File: src/hdl/fscm_pkg.sv
// Shared constants, tables and rounding helper for the flux surface coordinate map.
package fscm_pkg;

  localparam int ANGLE_BITS_DEF = 16;

  // Root unit widths: psi root and the two wide roots.
  localparam int PSI_ROOT_W  = 32;
  localparam int WIDE_ROOT_W = 64;

  // Shared divider geometry (dividend, divisor, quotient bits).
  localparam int DIV_DW = 51;
  localparam int DIV_VW = 33;
  localparam int DIV_QW = 21;

  localparam logic [30:0] Q30_ONE     = 31'h4000_0000;
  localparam logic [30:0] HALF_PI_Q30 = 31'd1686629713;

  // Taylor series divisors and their reciprocals scaled by 2^SIN_RECIP_SH.
  localparam int SIN_ITERS    = 5;
  localparam int SIN_RECIP_SH = 36;
  localparam logic [6:0] SIN_DIV [SIN_ITERS] = '{7'd110, 7'd72, 7'd42, 7'd20, 7'd6};
  localparam logic [33:0] SIN_RECIP [SIN_ITERS] = '{
    34'd624722515, 34'd954437176, 34'd1636178017, 34'd3435973836, 34'd11453246122
  };

  localparam logic [15:0] ASPECT_RST = 16'd19661;
  localparam logic [15:0] ELONG_RST  = 16'd4096;
  localparam logic [15:0] TRIANG_RST = 16'd0;

  typedef enum logic [1:0] {
    REG_ASPECT = 2'd0,
    REG_ELONG  = 2'd1,
    REG_TRIANG = 2'd2
  } reg_idx_t;

  // Signed shift right by n, rounded to nearest with ties away from zero.
  function automatic logic signed [63:0] rnd_shr(input logic signed [63:0] v,
                                                 input int unsigned n);
    logic [63:0] mag;
    logic [63:0] q;
    mag = v[63] ? 64'(-v) : 64'(v);
    q = (mag + (64'd1 << (n - 1))) >> n;
    return v[63] ? -$signed(q) : $signed(q);
  endfunction

endpackage

File: src/hdl/fscm_div.sv
// Pipelined restoring divider, one quotient bit per stage, with overflow flag.
module fscm_div #(
  parameter int DW    = fscm_pkg::DIV_DW,
  parameter int VW    = fscm_pkg::DIV_VW,
  parameter int QW    = fscm_pkg::DIV_QW,
  parameter int TAG_W = 1
) (
  input  logic             clk,
  input  logic             rst,
  input  logic             en,
  input  logic             in_vld,
  input  logic [DW-1:0]    dividend,
  input  logic [VW-1:0]    divisor,
  input  logic [TAG_W-1:0] in_tag,
  output logic             out_vld,
  output logic [QW-1:0]    quotient,
  output logic             ovf,
  output logic [TAG_W-1:0] out_tag
);
  localparam int RW = VW + QW + 1;

  // entry stage: overflow when the quotient would not fit in QW bits
  logic             e_vld, e_ovf;
  logic [RW-1:0]    e_rem;
  logic [VW-1:0]    e_den;
  logic [TAG_W-1:0] e_tag;

  always_ff @(posedge clk) begin
    if (rst) begin
      e_vld <= 1'b0;
    end else if (en) begin
      e_vld <= in_vld;
    end
  end

  always_ff @(posedge clk) begin
    if (en) begin
      e_ovf <= RW'(dividend) >= (RW'(divisor) << QW);
      e_rem <= RW'(dividend);
      e_den <= divisor;
      e_tag <= in_tag;
    end
  end

  logic             vld_q [QW];
  logic             ovf_q [QW];
  logic [RW-1:0]    rem_q [QW];
  logic [VW-1:0]    den_q [QW];
  logic [QW-1:0]    quo_q [QW];
  logic [TAG_W-1:0] tag_q [QW];

  for (genvar j = 0; j < QW; j++) begin : g_stage
    logic             v_in, o_in;
    logic [RW-1:0]    rm_in, sh, rm_nx;
    logic [VW-1:0]    dn_in;
    logic [QW-1:0]    q_in, q_nx;
    logic [TAG_W-1:0] tg_in;

    if (j == 0) begin : g_src
      assign v_in  = e_vld;
      assign o_in  = e_ovf;
      assign rm_in = e_rem;
      assign dn_in = e_den;
      assign q_in  = '0;
      assign tg_in = e_tag;
    end else begin : g_chain
      assign v_in  = vld_q[j-1];
      assign o_in  = ovf_q[j-1];
      assign rm_in = rem_q[j-1];
      assign dn_in = den_q[j-1];
      assign q_in  = quo_q[j-1];
      assign tg_in = tag_q[j-1];
    end

    assign sh = RW'(dn_in) << (QW - 1 - j);

    always_comb begin
      rm_nx = rm_in;
      q_nx  = q_in;
      if (rm_in >= sh) begin
        rm_nx = rm_in - sh;
        q_nx[QW-1-j] = 1'b1;
      end
    end

    always_ff @(posedge clk) begin
      if (rst) begin
        vld_q[j] <= 1'b0;
      end else if (en) begin
        vld_q[j] <= v_in;
      end
    end

    always_ff @(posedge clk) begin
      if (en) begin
        ovf_q[j] <= o_in;
        rem_q[j] <= rm_nx;
        den_q[j] <= dn_in;
        quo_q[j] <= q_nx;
        tag_q[j] <= tg_in;
      end
    end
  end

  assign out_vld  = vld_q[QW-1];
  assign quotient = quo_q[QW-1];
  assign ovf      = ovf_q[QW-1];
  assign out_tag  = tag_q[QW-1];

endmodule

File: config.mk
export PLATFORM = sky130hd
export DESIGN_NAME = fscm_div
export DESIGN_NICKNAME = d
export VERILOG_FILES = /design/src/hdl/fscm_pkg.sv /design/src/hdl/fscm_div.sv
export SDC_FILE = /design/constraint.sdc
export NUM_CORES = 2
export LEC_CHECK = 0
export BUFFER_PORTS_ARGS = -buffer_cell sky130_fd_sc_hd__buf_4
export CAP_MARGIN = 5
export CORE_MARGIN = 2
export CORE_UTILIZATION = 45
export DETAILED_ROUTE_END_ITERATION = 12
export SYNTH_ARGS = -nofsm -noshare
export SYNTH_HDL_FRONTEND = slang
export SYNTH_SLANG_ARGS = --single-unit
File: constraint.sdc
create_clock -name clk -period 4 [get_ports clk]
set_input_delay 0.4 -clock clk [delete_from_list [all_inputs] [get_ports clk]]
set_output_delay 0.4 -clock clk [all_outputs]
set_load 0.02 [all_outputs]
### After elaboration in Yosys (flattened, before gate mapping)

Memories as Yosys holds them, arrays and structs flattened.
Cells that the tools add are included.

* bits in registers: 87
* memory bits (writable): 2352
* input bits: 89
* output and inout port bits: 24
* memories: 6

* $add $sub $neg: 21
* $lt $le $gt $ge: 22
* muxes and demuxes: 69
* bitwise operators: 21

Memory list
* rem_q: depth 21, bits a word 55, rd ports 20, clocked after Yosys merged registers in 0, write ports 21, line fscm_div.sv:47 `logic [RW-1:0] rem_q [QW];`
* den_q: depth 21, bits a word 33, rd ports 20, clocked after Yosys merged registers in 0, write ports 21, line fscm_div.sv:48 `logic [VW-1:0] den_q [QW];`
* quo_q: depth 21, bits a word 21, rd ports 21, clocked after Yosys merged registers in 0, write ports 21, line fscm_div.sv:49 `logic [QW-1:0] quo_q [QW];`
* ovf_q: depth 21, bits a word 1, rd ports 21, clocked after Yosys merged registers in 0, write ports 21, line fscm_div.sv:46 `logic ovf_q [QW];`
* tag_q: depth 21, bits a word 1, rd ports 21, clocked after Yosys merged registers in 0, write ports 21, line fscm_div.sv:50 `logic [TAG_W-1:0] tag_q [QW];`
* vld_q: depth 21, bits a word 1, rd ports 21, clocked after Yosys merged registers in 0, write ports 21, line fscm_div.sv:45 `logic vld_q [QW];`

Operators with widths (number)
* $mux W55: 21
* $ge A55 B33 Y1: 1
* $ge A55 B34 Y1: 1
* $ge A55 B35 Y1: 1
* $ge A55 B36 Y1: 1
* $ge A55 B37 Y1: 1
* $ge A55 B38 Y1: 1
* $ge A55 B39 Y1: 1
* $ge A55 B40 Y1: 1
* $ge A55 B41 Y1: 1
* $ge A55 B42 Y1: 1
* $ge A55 B43 Y1: 1
* $ge A55 B44 Y1: 1
* $ge A55 B45 Y1: 1
* $ge A55 B46 Y1: 1
* $ge A55 B47 Y1: 1
* $ge A55 B48 Y1: 1
* $ge A55 B49 Y1: 1
* $ge A55 B50 Y1: 1
* $ge A55 B51 Y1: 1
* $ge A55 B52 Y1: 1
* $sub A55 B33 Y55: 1
* $sub A55 B34 Y55: 1
* $sub A55 B35 Y55: 1
* other kinds (22): 89

### Logic depth before layout (Yosys ltp)

* depth in word-level cells: 4
* gate-level depth with buffers: 16

### Worst setup path after synthesis

Ideal clock, no wire load.

* path type: register to register
* start point: memory rem_q[12][7] (netlist name)
* end point: memory rem_q[13][53] (netlist name), data pin
* setup time: 271 ps
* data arrival time: 3340 ps
* required time: 3729 ps
* path slack: 389 ps
* stages on the path, launching flop included: 16
* buffers on the path: 1
* period minus slack after synthesis: 3611 ps
* path through: edfxtp_1 > inv_1 > ha_1 > inv_1 > fa_1 > a211o_1 > a211o_1 > a2111oi_0 > o31ai_1 > a22o_1 > a21o_1 > buf_2 > nor2b_1 > o211ai_1 > nor4_1 > xor2_1

RTL lines (line)
* start, declared: fscm_div.sv:47

==> impl_metrics.tcl <==
set metrics [dict create \
    instances_no_fill 14800 \
    synth-edff-count 2139 \
    slew_headroom 0.260 \
    drive_gt1_frac 0.124 \
    grt_pass1_vias 84200 \
    h-tree-depth 4 \
    initial_core_util 0.452 \
    path_max_fanout 5 \
    worst_slew_pin_slew_ns 1.11 \
    min_path_cells 1 \
    clkTransAtPathRegs_ns 0.06 \
    setup_viol 0 \
    maxCapViolCount 0 \
    ys_types 106 \
    hold_violations 0 \
    crit_path_top_delay_cell "or4_1" \
    cp-end-kind "flip-flop" \
    clock.fmax_mhz 254 \
    area_growth_pct 15.8 \
    cts_max_path_buffers 4 \
    leakage_nw 54.2 \
    chipHeight_um 514 \
    syn_avg_cell_area_um2 11.2 \
    cts_root_buf "clkbuf_16" \
    ir_drop_uv 361 \
    die-area_mm2 0.264 \
    avgViaCountPerCell 5.60 \
    vias 83100 \
    syn_inst 10500 \
    internal_power_mw 61.0 \
    antenna_found_initial 7 \
    switchingPower_mw 34.2 \
    grt_overflow 0 \
    crit_type "flip-flop to flip-flop" \
    cp-start-kind "flip-flop" \
    syn-cell-area_mm2 0.117 \
    status "completed" \
    clk_latency_ns 0.91 \
    grt_max_degree 123 \
    drt-initial-drc-count 6164 \
    cts_tree "yes" \
    period_share 0.983 \
    worst_hold_path_type "input pin to flip-flop" \
    report.final.slew_viol_count 0 \
    final_cell_mix "2139 x edfxtp_1, 928 x a21oi_1, 893 x inv_1" \
    gp_congestion 0.928 \
    worstPathArrival_ns 4.58 \
    final_area_mm2 0.136 \
    totalWireLength_mm 317 \
    pwr-share-clk 0.231 \
    ys.warnings.count 0 \
    avgRoutedWirePerCell_um 21.4 \
    dpl_cell_area_mm2 0.126 \
    reg2reg_depth 14 \
    path_common_cell "buf_4" \
    ant_nets 0 \
    die_w_um 514 \
    hpwl_mm 248 \
    grt_usage 0.236 \
    min_period_ns 3.93 \
    seq_power_share 0.363 \
    fp.coreArea_mm2 0.259 \
    boundaryPins 113 \
    drtPass1Iterations 8 \
    p_per_area_mw_per_mm2 702 \
    crit_chain "inv_1, ha_1, nand3_1, nand2b_1, a211oi_1, nor4_2, buf_4, o21ai_0, buf_4, a21boi_0, or4_1, o21a_1, and3_1, xor2_1" \
    crit_required_ns 4.64 \
    mostFrequentLayoutCell "edfxtp_1" \
    placement_rows 187 \
    grt_pass1_wl_mm 487 \
    async_reset_ff_frac 0 \
    place_inst 14300 \
    p_sw_frac 0.359 \
    synthFlopType "edfxtp_1" \
    cts_sinks 2140 \
    rsz0062_at_grt "true" \
    numCtsBuffers 239 \
    yosys_register_bits 2140 \
    synthesis.nets 11300 \
    power_frac_comb 0.406 \
    drc 0 \
    critPathMaxStageDelay_ns 0.63 \
    clock_skew_ns 0.0910 \
    final_nets 12100 \
    yosysSeqAreaShare 0.549 \
    io_buffers 112 \
]
-- metrics by stage --
step                power (mW)  hold WS [ns]  utilization  setup slack [ns]  setup TNS, ns
floorplan                 59.5         0.400            -             0.389              0
global placement          72.5         0.401        0.488            -0.305          -5.17
detailed placement        72.8         0.405        0.488            -0.225          -5.83
CTS                       95.4        0.0391        0.522          0.000591              0
global route               101        0.0809        0.523           -0.0578         -0.191
finish                    95.2         0.109        0.523            0.0666              0
-- final cells by class --
type	count	area (µm²)
diodes	3	7.51
fillers	22500	124000
well taps	3402	4260
repair buffers	855	7090
clock buffers	275	6180
inverters	898	3370
multi-input cells	7116	48800
flip-flops and latches	2140	64300
clock inverters	157	1650
-- logic make-up (layout without fill, tap and decap cells) --
family                     Yosys count  count (layout)  synth area share
AOI/OAI and AO/OA                 2732            2732             0.146
muxes                              124             124            0.0119
adders and majority gates          741             741            0.0805
DFF                               2140            2140             0.549
buffers and inverters             1220            2185            0.0395
and+or+nand+nor                   2734            2734             0.115
other                                0               3                 0
xor gates and xnor gates           785             785            0.0588
-- layer usage --
metal  track usage  share of wire  vias to the layer above  wire length [µm]
met5             0       0.000085                        -                27
met4         0.104          0.049                        4             15500
met3        0.0255          0.035                      607             11100
met2         0.441           0.52                     1955            166000
met1         0.270           0.39                    40300            124000
li1              -              -                    40300                 -
-- synth_stat cells (26+ instances only) --
master,n,area (µm²)
nor4_1,138,863
o21ai_0,596,2980
nand2_1,748,2810
inv_1,894,3360
a211oi_1,66,495
mux2_2,118,1330
a21oi_1,938,4690
nor3_1,142,711
nand3_1,186,931
a2111oi_0,27,236
nand4_1,177,1110
o211ai_1,66,495
a21boi_0,32,240
ha_1,721,9020
nand2b_1,98,613
o21bai_1,73,548
and2_1,70,438
o31ai_1,60,450
a31oi_1,72,450
o21a_1,103,773
a21o_1,436,3270
nand3b_1,33,248
buf_2,27,135
edfxtp_1,2139,64200
and3_1,80,500
a31o_2,26,228
nand4b_1,26,228
xor2_1,343,3000
nor2b_1,90,563
xnor2_1,441,3860
nor2_1,719,2700
or4_1,42,315
clkbuf_1,274,1030
or3_1,57,357
-- worst max-delay path, delay by kind of cell, from the launching register on --
kind            cells  cell delay, ns
fa+ha+maj           1            0.37
xor+xnor            1            0.14
compound gates      4            1.02
buf+inv             3            0.42
flops               1            0.45
simple gates        5            1.29
-- flip-flops by register name, indices dropped and copies added (netlist names) --
name and flops:
e_tag 1, e_den 33, tag_q 21, e_vld 1
ovf_q 21, quo_q 231, rem_q 1099, vld_q 21
e_ovf 1, e_rem 51, den_q 660
-- final timing paths --
check / start / to / slack, ns
max reg2reg: den_q[1][172]$_DFFE_PP_ / rem_q[14][45]$_DFFE_PP_ / 0.07
max: den_q[1][172]$_DFFE_PP_ / rem_q[14][45]$_DFFE_PP_ / 0.07
min: en / tag_q[5]$_DFFE_PP_ / 0.11
min reg2reg: ovf_q[17]$_DFFE_PP_ / ovf_q[18]$_DFFE_PP_ / 0.41
-- power by group through the flow --
stage | clock (mW) | sequential, mW | combinational [mW]
3_3_place_gp | 0 | 35.0 | 37.5
2_1_floorplan | 0 | 33.3 | 26.2
5_1_grt | 23.4 | 35.0 | 42.6
3_5_place_dp | 0 | 35.0 | 37.8
6_report | 22.0 | 34.5 | 38.6
4_1_cts | 22.6 | 34.5 | 38.2
-- what timing repair did --
item | CTS | global route
setup buffers | 1 | 5
setup endpoints to repair | 71 | 220
pin swaps | 10 | 19
gates resized for setup | 22 | 63
hold buffers | 87 | 0
hold endpoints to repair | 87 | 0
cloned | 0 | 0
(Power assumes the default switching activity.)
