<file path="src/hdl/fscm_pkg.sv">
// Shared constants, tables and rounding helper for the flux surface coordinate map.
package fscm_pkg;

  localparam int ANGLE_BITS_DEF = 16;

  // Root unit widths: psi root and the two wide roots.
  localparam int PSI_ROOT_W  = 32;
  localparam int WIDE_ROOT_W = 64;

  // Shared divider geometry (dividend, divisor, quotient bits).
  localparam int DIV_DW = 51;
  localparam int DIV_VW = 33;
  localparam int DIV_QW = 21;

  localparam logic [30:0] Q30_ONE     = 31'h4000_0000;
  localparam logic [30:0] HALF_PI_Q30 = 31'd1686629713;

  // Taylor series divisors and their reciprocals scaled by 2^SIN_RECIP_SH.
  localparam int SIN_ITERS    = 5;
  localparam int SIN_RECIP_SH = 36;
  localparam logic [6:0] SIN_DIV [SIN_ITERS] = '{7'd110, 7'd72, 7'd42, 7'd20, 7'd6};
  localparam logic [33:0] SIN_RECIP [SIN_ITERS] = '{
    34'd624722515, 34'd954437176, 34'd1636178017, 34'd3435973836, 34'd11453246122
  };

  localparam logic [15:0] ASPECT_RST = 16'd19661;
  localparam logic [15:0] ELONG_RST  = 16'd4096;
  localparam logic [15:0] TRIANG_RST = 16'd0;

  typedef enum logic [1:0] {
    REG_ASPECT = 2'd0,
    REG_ELONG  = 2'd1,
    REG_TRIANG = 2'd2
  } reg_idx_t;

  // Signed shift right by n, rounded to nearest with ties away from zero.
  function automatic logic signed [63:0] rnd_shr(input logic signed [63:0] v,
                                                 input int unsigned n);
    logic [63:0] mag;
    logic [63:0] q;
    mag = v[63] ? 64'(-v) : 64'(v);
    q = (mag + (64'd1 << (n - 1))) >> n;
    return v[63] ? -$signed(q) : $signed(q);
  endfunction

endpackage

</file>
<file path="src/hdl/fscm_sqrt.sv">
// Pipelined floor square root, one result bit per stage, with a side tag.
module fscm_sqrt #(
  parameter int W     = fscm_pkg::PSI_ROOT_W,
  parameter int TAG_W = 1
) (
  input  logic             clk,
  input  logic             rst,
  input  logic             en,
  input  logic             in_vld,
  input  logic [W-1:0]     in_val,
  input  logic [TAG_W-1:0] in_tag,
  output logic             out_vld,
  output logic [W/2-1:0]   out_root,
  output logic [TAG_W-1:0] out_tag
);
  localparam int K = W / 2;

  logic [W-1:0]     v_q   [K];
  logic [W-1:0]     r_q   [K];
  logic             vld_q [K];
  logic [TAG_W-1:0] tag_q [K];

  for (genvar k = 0; k < K; k++) begin : g_stage
    logic [W-1:0]     v_in, r_in, bitv, sum, v_nx, r_nx;
    logic             vl_in;
    logic [TAG_W-1:0] tg_in;

    if (k == 0) begin : g_src
      assign v_in  = in_val;
      assign r_in  = '0;
      assign vl_in = in_vld;
      assign tg_in = in_tag;
    end else begin : g_chain
      assign v_in  = v_q[k-1];
      assign r_in  = r_q[k-1];
      assign vl_in = vld_q[k-1];
      assign tg_in = tag_q[k-1];
    end

    assign bitv = W'(1) << (W - 2 - 2 * k);

    always_comb begin
      sum = r_in + bitv;
      if (v_in >= sum) begin
        v_nx = v_in - sum;
        r_nx = (r_in >> 1) + bitv;
      end else begin
        v_nx = v_in;
        r_nx = r_in >> 1;
      end
    end

    always_ff @(posedge clk) begin
      if (rst) begin
        vld_q[k] <= 1'b0;
      end else if (en) begin
        vld_q[k] <= vl_in;
      end
    end

    always_ff @(posedge clk) begin
      if (en) begin
        v_q[k]   <= v_nx;
        r_q[k]   <= r_nx;
        tag_q[k] <= tg_in;
      end
    end
  end

  assign out_vld  = vld_q[K-1];
  assign out_root = r_q[K-1][W/2-1:0];
  assign out_tag  = tag_q[K-1];

endmodule

</file>
<file path="config.mk">
export PLATFORM = sky130hd
export DESIGN_NAME = fscm_sqrt
export DESIGN_NICKNAME = d
export VERILOG_FILES = /design/src/hdl/fscm_pkg.sv /design/src/hdl/fscm_sqrt.sv
export SDC_FILE = /design/constraint.sdc
export NUM_CORES = 1
export LEC_CHECK = 0
export ABC_AREA = 1
export BUFFER_PORTS_ARGS = -buffer_cell sky130_fd_sc_hd__buf_2
export CORE_MARGIN = 3
export CORE_UTILIZATION = 50
export DETAILED_ROUTE_END_ITERATION = 6
export GPL_TIMING_DRIVEN = 0
export HOLD_SLACK_MARGIN = 0.08
export PLACE_DENSITY = 0.7
export SKIP_CTS_REPAIR_TIMING = 1
export SLEW_MARGIN = 20
export SYNTH_ARGS = -nofsm -noshare
export SYNTH_HDL_FRONTEND = slang
export SYNTH_SLANG_ARGS = --single-unit
</file>
<file path="constraint.sdc">
create_clock -name clk -period 1.8 [get_ports clk]
set_input_delay 0.18 -clock clk [delete_from_list [all_inputs] [get_ports clk]]
set_output_delay 0.18 -clock clk [all_outputs]
set_load 0.02 [all_outputs]
</file>
== After elaboration in Yosys (flattened, before gate mapping) ==
Memories as Yosys holds them, arrays and structs flattened.
Cells that the tools add are included.

* Bitwise operators: 16
* Magnitude comparators: 16
* Muxes and demuxes: 54
* Add/sub/neg operators: 46

{| class="wikitable"
|+ Operators with widths
! operator !! count
|-
| $mux W32 || 31
|-
| $ge A32 B32 Y1 || 15
|-
| $sub A32 B32 Y32 || 15
|-
| $add A31 B1 Y32 const B || 1
|-
| $add A31 B11 Y32 const B || 1
|-
| $add A31 B13 Y32 const B || 1
|-
| $add A31 B15 Y32 const B || 1
|-
| $add A31 B17 Y32 const B || 1
|-
| $add A31 B19 Y32 const B || 1
|-
| $add A31 B21 Y32 const B || 1
|-
| $add A31 B23 Y32 const B || 1
|-
| $add A31 B25 Y32 const B || 1
|-
| $add A31 B27 Y32 const B || 1
|-
| $add A31 B29 Y32 const B || 1
|-
| $add A31 B3 Y32 const B || 1
|-
| $add A31 B5 Y32 const B || 1
|-
| $add A31 B7 Y32 const B || 1
|-
| $add A31 B9 Y32 const B || 1
|-
| $add A32 B1 Y32 const B || 1
|-
| $add A32 B11 Y32 const B || 1
|-
| $add A32 B13 Y32 const B || 1
|-
| $add A32 B15 Y32 const B || 1
|-
| $add A32 B17 Y32 const B || 1
|-
| $add A32 B19 Y32 const B || 1
|-
| other kinds (14) || 50
|}

* RAM bits: 1,056
* Logic and storage cells: 136
* Input port bits: 37
* Bits in registers: 0
* Memories: 4
* Output and inout port bits: 18

{| class="wikitable"
|+ Memory list
! memory !! words !! bits a word !! rd ports !! clocked after memory_dff !! wr ports !! RTL line !! text
|-
| r_q || 16 || 32 || 16 || 0 || 16 || fscm_sqrt.sv:19 || <nowiki>logic [W-1:0] r_q [K];</nowiki>
|-
| v_q || 16 || 32 || 15 || 0 || 16 || fscm_sqrt.sv:18 || <nowiki>logic [W-1:0] v_q [K];</nowiki>
|-
| tag_q || 16 || 1 || 16 || 0 || 16 || fscm_sqrt.sv:21 || <nowiki>logic [TAG_W-1:0] tag_q [K];</nowiki>
|-
| vld_q || 16 || 1 || 16 || 0 || 16 || fscm_sqrt.sv:20 || <nowiki>logic vld_q [K];</nowiki>
|}

== Longest topological paths before layout ==
Gate-level depths: netlist of run 1.

* Depth in word-level cells: 4
* Depth in mapped cells: 14
* Depth with buffers taken out: 14

== Worst setup path before layout of run 1 ==
No wires, ideal clock.

* Path kind: register -> register
* From: memory v_q[1][111] (netlist bit)
* To: memory v_q[1][139] (netlist bit), data pin
* Slack: -0.156 ns
* Library setup time: 0.257 ns
* Required time: 1.543 ns
* Arrival: 1.698 ns
* Stages on the path, launching flop included: 11
* Buffers on the path: 1
* Path through: edfxtp_1 ha_1 nand2_2 inv_1 a21oi_2 nand3_2 nand2_2 nand2_2 inv_4 buf_6 o21ai_2

{| class="wikitable"
|+ RTL lines
! element !! RTL line
|-
| start: declaration || fscm_sqrt.sv:18
|}

==> results of run 1 <==
## cell families after synthesis
kind of cell / synth area share (%)
and+or+nand+nor: 23.7
DFF: 55.7
buffers and inverters: 7.21
AOI/OAI and AO/OA: 5.28
adders and majority gates: 5.37
xor gates and xnor gates: 2.76
## state kept, by name, summed over array words and instances (netlist names)
name / count
tag_q: 16
r_q: 136
vld_q: 16
v_q: 480
## report_power, final
| group | internal, mW | total [mW] | switching (mW) |
|---|---|---|---|
| logic | 5.83 | 13.8 | 7.99 |
| registers | 18.9 | 20.4 | 1.50 |
| clock network | 8.49 | 14.7 | 6.17 |
## routing by layer
metal | up-vias | GRT usage, % | share of wire [%]
met5 | - | 0 | 0.014
met4 | 2 | 6.54 | 3.1
met3 | 197 | 3.22 | 5.1
met2 | 875 | 37.0 | 50
met1 | 13100 | 29.4 | 42
li1 | 13400 | - | -
## cell type report
type | instances | share of cell area [%]
Multi-Input combinational cell | 2490 | 36.9
Inverter | 603 | 5.04
Buffer | 25 | 0.842
Timing Repair Buffer | 406 | 7.73
Clock buffer | 83 | 3.96
Sequential cell | 648 | 41.9
Clock inverter | 47 | 1.14
Tap cell | 931 | 2.51
## critical path: cells and delay by family, from the launching register on
family,cells,cell delay (ns)
adders and majority gates,1,0.31
buffers and inverters,3,0.31
DFF,1,0.40
and+or+nand+nor,8,1.01
## metrics by stage
stage          power [mW]  setup TNS [ns]  worst slack, ns  util [%]
2_1_floorplan        27.5           -3.03          -0.0694         -
3_3_place_gp         30.6        -6052.18           -10.95      54.9
3_5_place_dp         30.5         -166.45           -0.585      55.1
4_1_cts              45.2          -93.11           -0.593      58.6
5_1_grt              51.2          -84.45           -0.584      67.4
6_report             48.9          -65.51           -0.502      67.4
## cell usage after synthesis (all sizes together)
master,instances
o21a,3
or2,16
nand3,214
a21boi,5
nand3b,35
nand4,74
ha,150
a31oi,2
o211ai,2
nand2,1127
and3,2
nor4b,2
xnor2,43
nor3,36
nor2,396
clkbuf,1
clkinv,2
nand2b,1
and2,4
nor4,25
a21oi,155
a21o,2
a22oi,2
o21bai,9
xor2,67
a211oi,1
o31ai,1
o21ai,111
buf,24
nor3b,3
edfxtp,648
inv,601
## worst min path at each step
stage / startpoint / end / cells after the start
2_1_floorplan: in_tag / tag_q[0][0] / 0
3_3_place_gp: in_tag / tag_q[0][0] / 1
3_5_place_dp: in_tag / tag_q[0][0] / 1
4_1_cts: in_val[20] / v_q[0][20] / 1
5_1_grt: en / v_q[1][27] / 1
6_report: en / v_q[1][30] / 1
## cell usage in the layout, fill, tap and decap left out, types with 12 or more instances in the layout
| cell type | count |
|---|---|
| o21ai_2 | 52 |
| nor3_1 | 21 |
| inv_2 | 118 |
| nor4_1 | 24 |
| buf_12 | 14 |
| nand3b_1 | 34 |
| a21oi_2 | 79 |
| clkbuf_1 | 12 |
| nand2_2 | 208 |
| buf_6 | 42 |
| nand2_1 | 796 |
| xnor2_1 | 43 |
| edfxtp_1 | 648 |
| nand3_2 | 34 |
| inv_1 | 464 |
| o21ai_1 | 20 |
| buf_4 | 256 |
| ha_1 | 37 |
| nand3_1 | 168 |
| a21oi_4 | 32 |
| nor2_2 | 31 |
| nor2_1 | 321 |
| ha_4 | 110 |
| clkbuf_16 | 88 |
| dlygate4sd3_1 | 34 |
| clkinv_1 | 13 |
| buf_2 | 53 |
| nand2_4 | 122 |
| clkinv_2 | 14 |
| nand3_4 | 12 |
| a21oi_1 | 44 |
| nor3_2 | 13 |
| xor2_1 | 63 |
| nand4_1 | 72 |
| nor2_4 | 46 |
| o21ai_0 | 35 |
==> flow_summary.json, run 1 <==
{
  "status": "finished, violations left",
  "violations": "negative hold slack, negative setup slack",
  "peakVddDrop_v": 0.000947,
  "cts_tree": "built",
  "route.detailed.drc": 0,
  "core-area_mm2": 0.0689,
  "cp-start-kind": "flip-flop",
  "cp-endpoint": "v_q[1][147]",
  "final_cells": 5233,
  "clock_latency_ns": 0.62,
  "drive_gt1_share_pct": 33.1,
  "port_buffers": 54,
  "area_growth_pct": 33.0,
  "nets": 4432,
  "seq_area_mm2": 0.0195,
  "cts_buffers": 71,
  "avgSynthCellArea_um2": 9.28,
  "io_pins": 55,
  "reg2reg_to": "v_q[1][147]",
  "cts.sinks": 648,
  "grt_max_degree": 113,
  "fill_cells": 4984,
  "finalHoldViolations": 8,
  "slowest_delay_ns": 0.40,
  "root_buffer": "clkbuf_16",
  "maxSlewHeadroom_pct": 61.7,
  "crit_required_ns": 2.15,
  "vias_per_cell": 5.28,
  "synth.distinct_cells": 53,
  "finalInstanceArea_mm2": 0.0465,
  "die-area_mm2": 0.0731,
  "dp_hpwl_mm": 62.3,
  "yosys.area.top_type": "edfxtp_1",
  "startpoint": "r_q[1][114]",
  "min_path_type": "in2reg",
  "ys_ff_latch": 648,
  "fp.dieH_um": 270,
  "power.static_leakage_nw": 19.5,
  "floorplan.initialDensity_pct": 50.7,
  "maxSlewViolCount": 0,
  "synth_top_area_share_pct": 55.7,
  "worst_pin_slew_ns": 0.574,
  "dp.cells": 4755,
  "syn_area_mm2": 0.0349,
  "num_vias": 27600,
  "r2r_setup_slack_ns": -0.50,
  "p_per_area_mw_per_mm2": 1050,
  "place_congestion": 0.955,
  "postPlaceCellArea_mm2": 0.0380,
  "crit_path_end_kind": "flip-flop",
  "htreeDepth": 3,
  "max_freq_ghz": 0.434,
  "criticalPathCategory": "reg2reg",
  "reg2reg_depth": 12,
  "cap_violations": 0,
  "period_needed_ns": 2.30,
  "rows": 96,
  "grt_pass1_wl_mm": 127,
  "fp.dieW_um": 270,
  "fin_hold_ws_ns": -0.0178,
  "finClkSkew_ns": 0.0217,
  "drt-pass1-iter-count": 5,
  "setup_slack_ns": -0.502,
  "reg2reg_from": "r_q[1][114]",
  "multiInputGateArea_mm2": 0.0172,
  "grt_setup_unrepaired": "yes",
  "crit_slowest_cell": "edfxtp_1",
  "clkTransAtPathRegs_ns": 0.06,
  "cp.arrival_ns": 2.65,
  "syn_nets": 3951,
  "ys_seq_area_share_pct": 55.7,
  "synth_area_leaders": "edfxtp_1, nand2_1, inv_1",
  "routedWlPerCell_um": 17.6,
  "critPathMaxFanout": 10,
  "grt-ovfl-total": 0,
  "track_usage_pct": 21.9,
  "ant_nets": 0,
  "crit_chain": "inv_1 > ha_4 > nand2_4 > nor2_4 > nand4_1 > nor2_2 > nor2_2 > nand2_4 > inv_6 > buf_12 > nand2_2 > nand2_1",
  "drt_iter0_drc": 2392,
  "yosysWarnings": 0,
  "setup_violations": 239,
  "fin_crit_sh_pct": 128,
  "drt-total-wl_mm": 92.1,
  "n_antenna_cell": 0,
  "antenna_found_initial": 1,
  "syn_inst": 3764,
  "clockBufferDepth": 3,
  "grt_pass1_vias": 24100
}
Power figures use the tool's default switching activity.
==> run 2, diff against run 1 <==
Settings changed: HOLD_SLACK_MARGIN 0.08 to 0.05, SKIP_LAST_GASP set to 1.
==> run 2 against run 1 <==
Net effect: final cell count unchanged; sequential power about the same; clock skew increased by 0.0013 ns; combinational power about the same; the run still ends with negative hold slack, negative setup slack left; critical endpoint unchanged; wire length about the same; highest routed layer unchanged.
==> flow_summary.json, run 2 (synthesis results as in run 1) <==
{
  "status": "finished, violations left",
  "violations": "negative hold slack, negative setup slack",
  "num_vias": 27600,
  "root_buffer": "clkbuf_16",
  "startpoint": "v_q[1][112]",
  "drt_iter0_drc": 2442,
  "place_congestion": 0.955,
  "fill_cells": 4984,
  "setup_slack_ns": -0.506,
  "routedWlPerCell_um": 17.6,
  "clock_latency_ns": 0.62,
  "maxSlewViolCount": 0,
  "floorplan.initialDensity_pct": 50.7,
  "grt_pass1_vias": 24100,
  "criticalPathCategory": "reg2reg",
  "htreeDepth": 3,
  "top_register": "v_q",
  "max_freq_ghz": 0.434,
  "fin_hold_ws_ns": -0.0117,
  "drt-pass1-iter-count": 6,
  "peakVddDrop_v": 0.000952,
  "final_cell_mix": "nand2_1, edfxtp_1, inv_1",
  "n_antenna_cell": 0,
  "rows": 96,
  "grt_setup_unrepaired": "yes",
  "power.static_leakage_nw": 19.5,
  "die-area_mm2": 0.0731,
  "grt_max_degree": 113,
  "nets": 4432,
  "min_path_type": "in2reg",
  "grt-ovfl-total": 0,
  "ant_nets": 0,
  "clkTransAtPathRegs_ns": 0.06,
  "reg2reg_depth": 11,
  "cp-endpoint": "v_q[1][147]",
  "cap_violations": 0,
  "drive_gt1_share_pct": 33.1,
  "critPathMaxFanout": 10,
  "antenna_found_initial": 1,
  "core-area_mm2": 0.0689,
  "p_per_area_mw_per_mm2": 1050,
  "worst_pin_slew_ns": 0.589,
  "fp.dieH_um": 270,
  "vias_per_cell": 5.28,
  "fin_setup_tns_ns": -65.73,
  "grt_pass1_wl_mm": 127,
  "crit_path_end_kind": "flip-flop",
  "finClkSkew_ns": 0.0230,
  "fin_crit_sh_pct": 128,
  "track_usage_pct": 21.9,
  "route.detailed.drc": 0,
  "drt-total-wl_mm": 92.2,
  "io_pins": 55,
  "largest_reg_flops": 480,
  "fp.dieW_um": 270,
  "maxSlewHeadroom_pct": 60.7,
  "cts_buffers": 71,
  "dp_hpwl_mm": 62.3,
  "period_needed_ns": 2.31,
  "setup_violations": 239,
  "cts_tree": "built",
  "area_growth_pct": 33.0,
  "reg2reg_to": "v_q[1][147]",
  "cts.sinks": 648,
  "port_buffers": 54,
  "layout_commonest_cell": "nand2_1",
  "crit_required_ns": 2.15,
  "reg_top3": "v_q x480, r_q x136",
  "cp.arrival_ns": 2.65,
  "r2r_setup_slack_ns": -0.51,
  "cp-start-kind": "flip-flop",
  "clockBufferDepth": 3,
  "reg2reg_from": "v_q[1][112]",
  "finalHoldViolations": 8
}
## run 2: layout make-up
cell class,count,area (um^2),share of cell area [%]
buffer,25,392,0.842
tap,931,1160,2.51
multi-input combinational,2490,17200,36.9
sequential,648,19500,41.9
timing repair buffer,406,3590,7.73
clock buffer,83,1840,3.96
inverter,603,2340,5.04
clock inverter,47,529,1.14
## run 2: metal layers
layer	vias up	share of wire, %	track usage [%]
met5	-	0.014	0
met3	188	5.0	3.22
met1	13200	42	29.4
met4	2	3.1	6.54
met2	880	50	37.0
li1	13400	-	-
## run 2: stage by stage
step                      instances  utilization (%)  area [um^2]  power, mW  setup slack, ns
after CTS                      4885             58.6        40400       45.2           -0.593
after global placement         4749             54.9        37800       30.6           -10.95
final                          5233             67.4        46500       48.9           -0.506
after detailed placement       4755             55.1        38000       30.5           -0.585
after global routing           5233             67.4        46500       51.2           -0.584
after floorplan                3764                -        36400       27.5          -0.0694
## run 2: how the worst min path moves through the flow
stage,endpoint,start,slack [ns],cells after the start
global placement,tag_q[0][0],in_tag,0.36,1
global route,v_q[1][27],en,-0.006,1
CTS,v_q[0][20],in_val[20],-0.30,1
finish,v_q[1][29],en,-0.01,1
floorplan,tag_q[0][0],in_tag,0.28,0
detailed placement,tag_q[0][0],in_tag,0.36,1
## run 2: power breakdown
part / total, mW / switching, mW / internal (mW)
Clock: 14.7 / 6.18 / 8.49
Combinational: 13.8 / 7.99 / 5.83
Sequential: 20.4 / 1.50 / 18.9
## run 2: worst max-delay path, cell delays in order, from the launching register on
cell,delay [ns]
edfxtp_1,0.47
ha_4,0.35
nand2_4,0.07
nor2_4,0.17
nand4_1,0.24
nor2_2,0.21
nor2_2,0.08
nand2_4,0.09
inv_6,0.07
buf_12,0.15
nand2_2,0.06
nand2_1,0.07
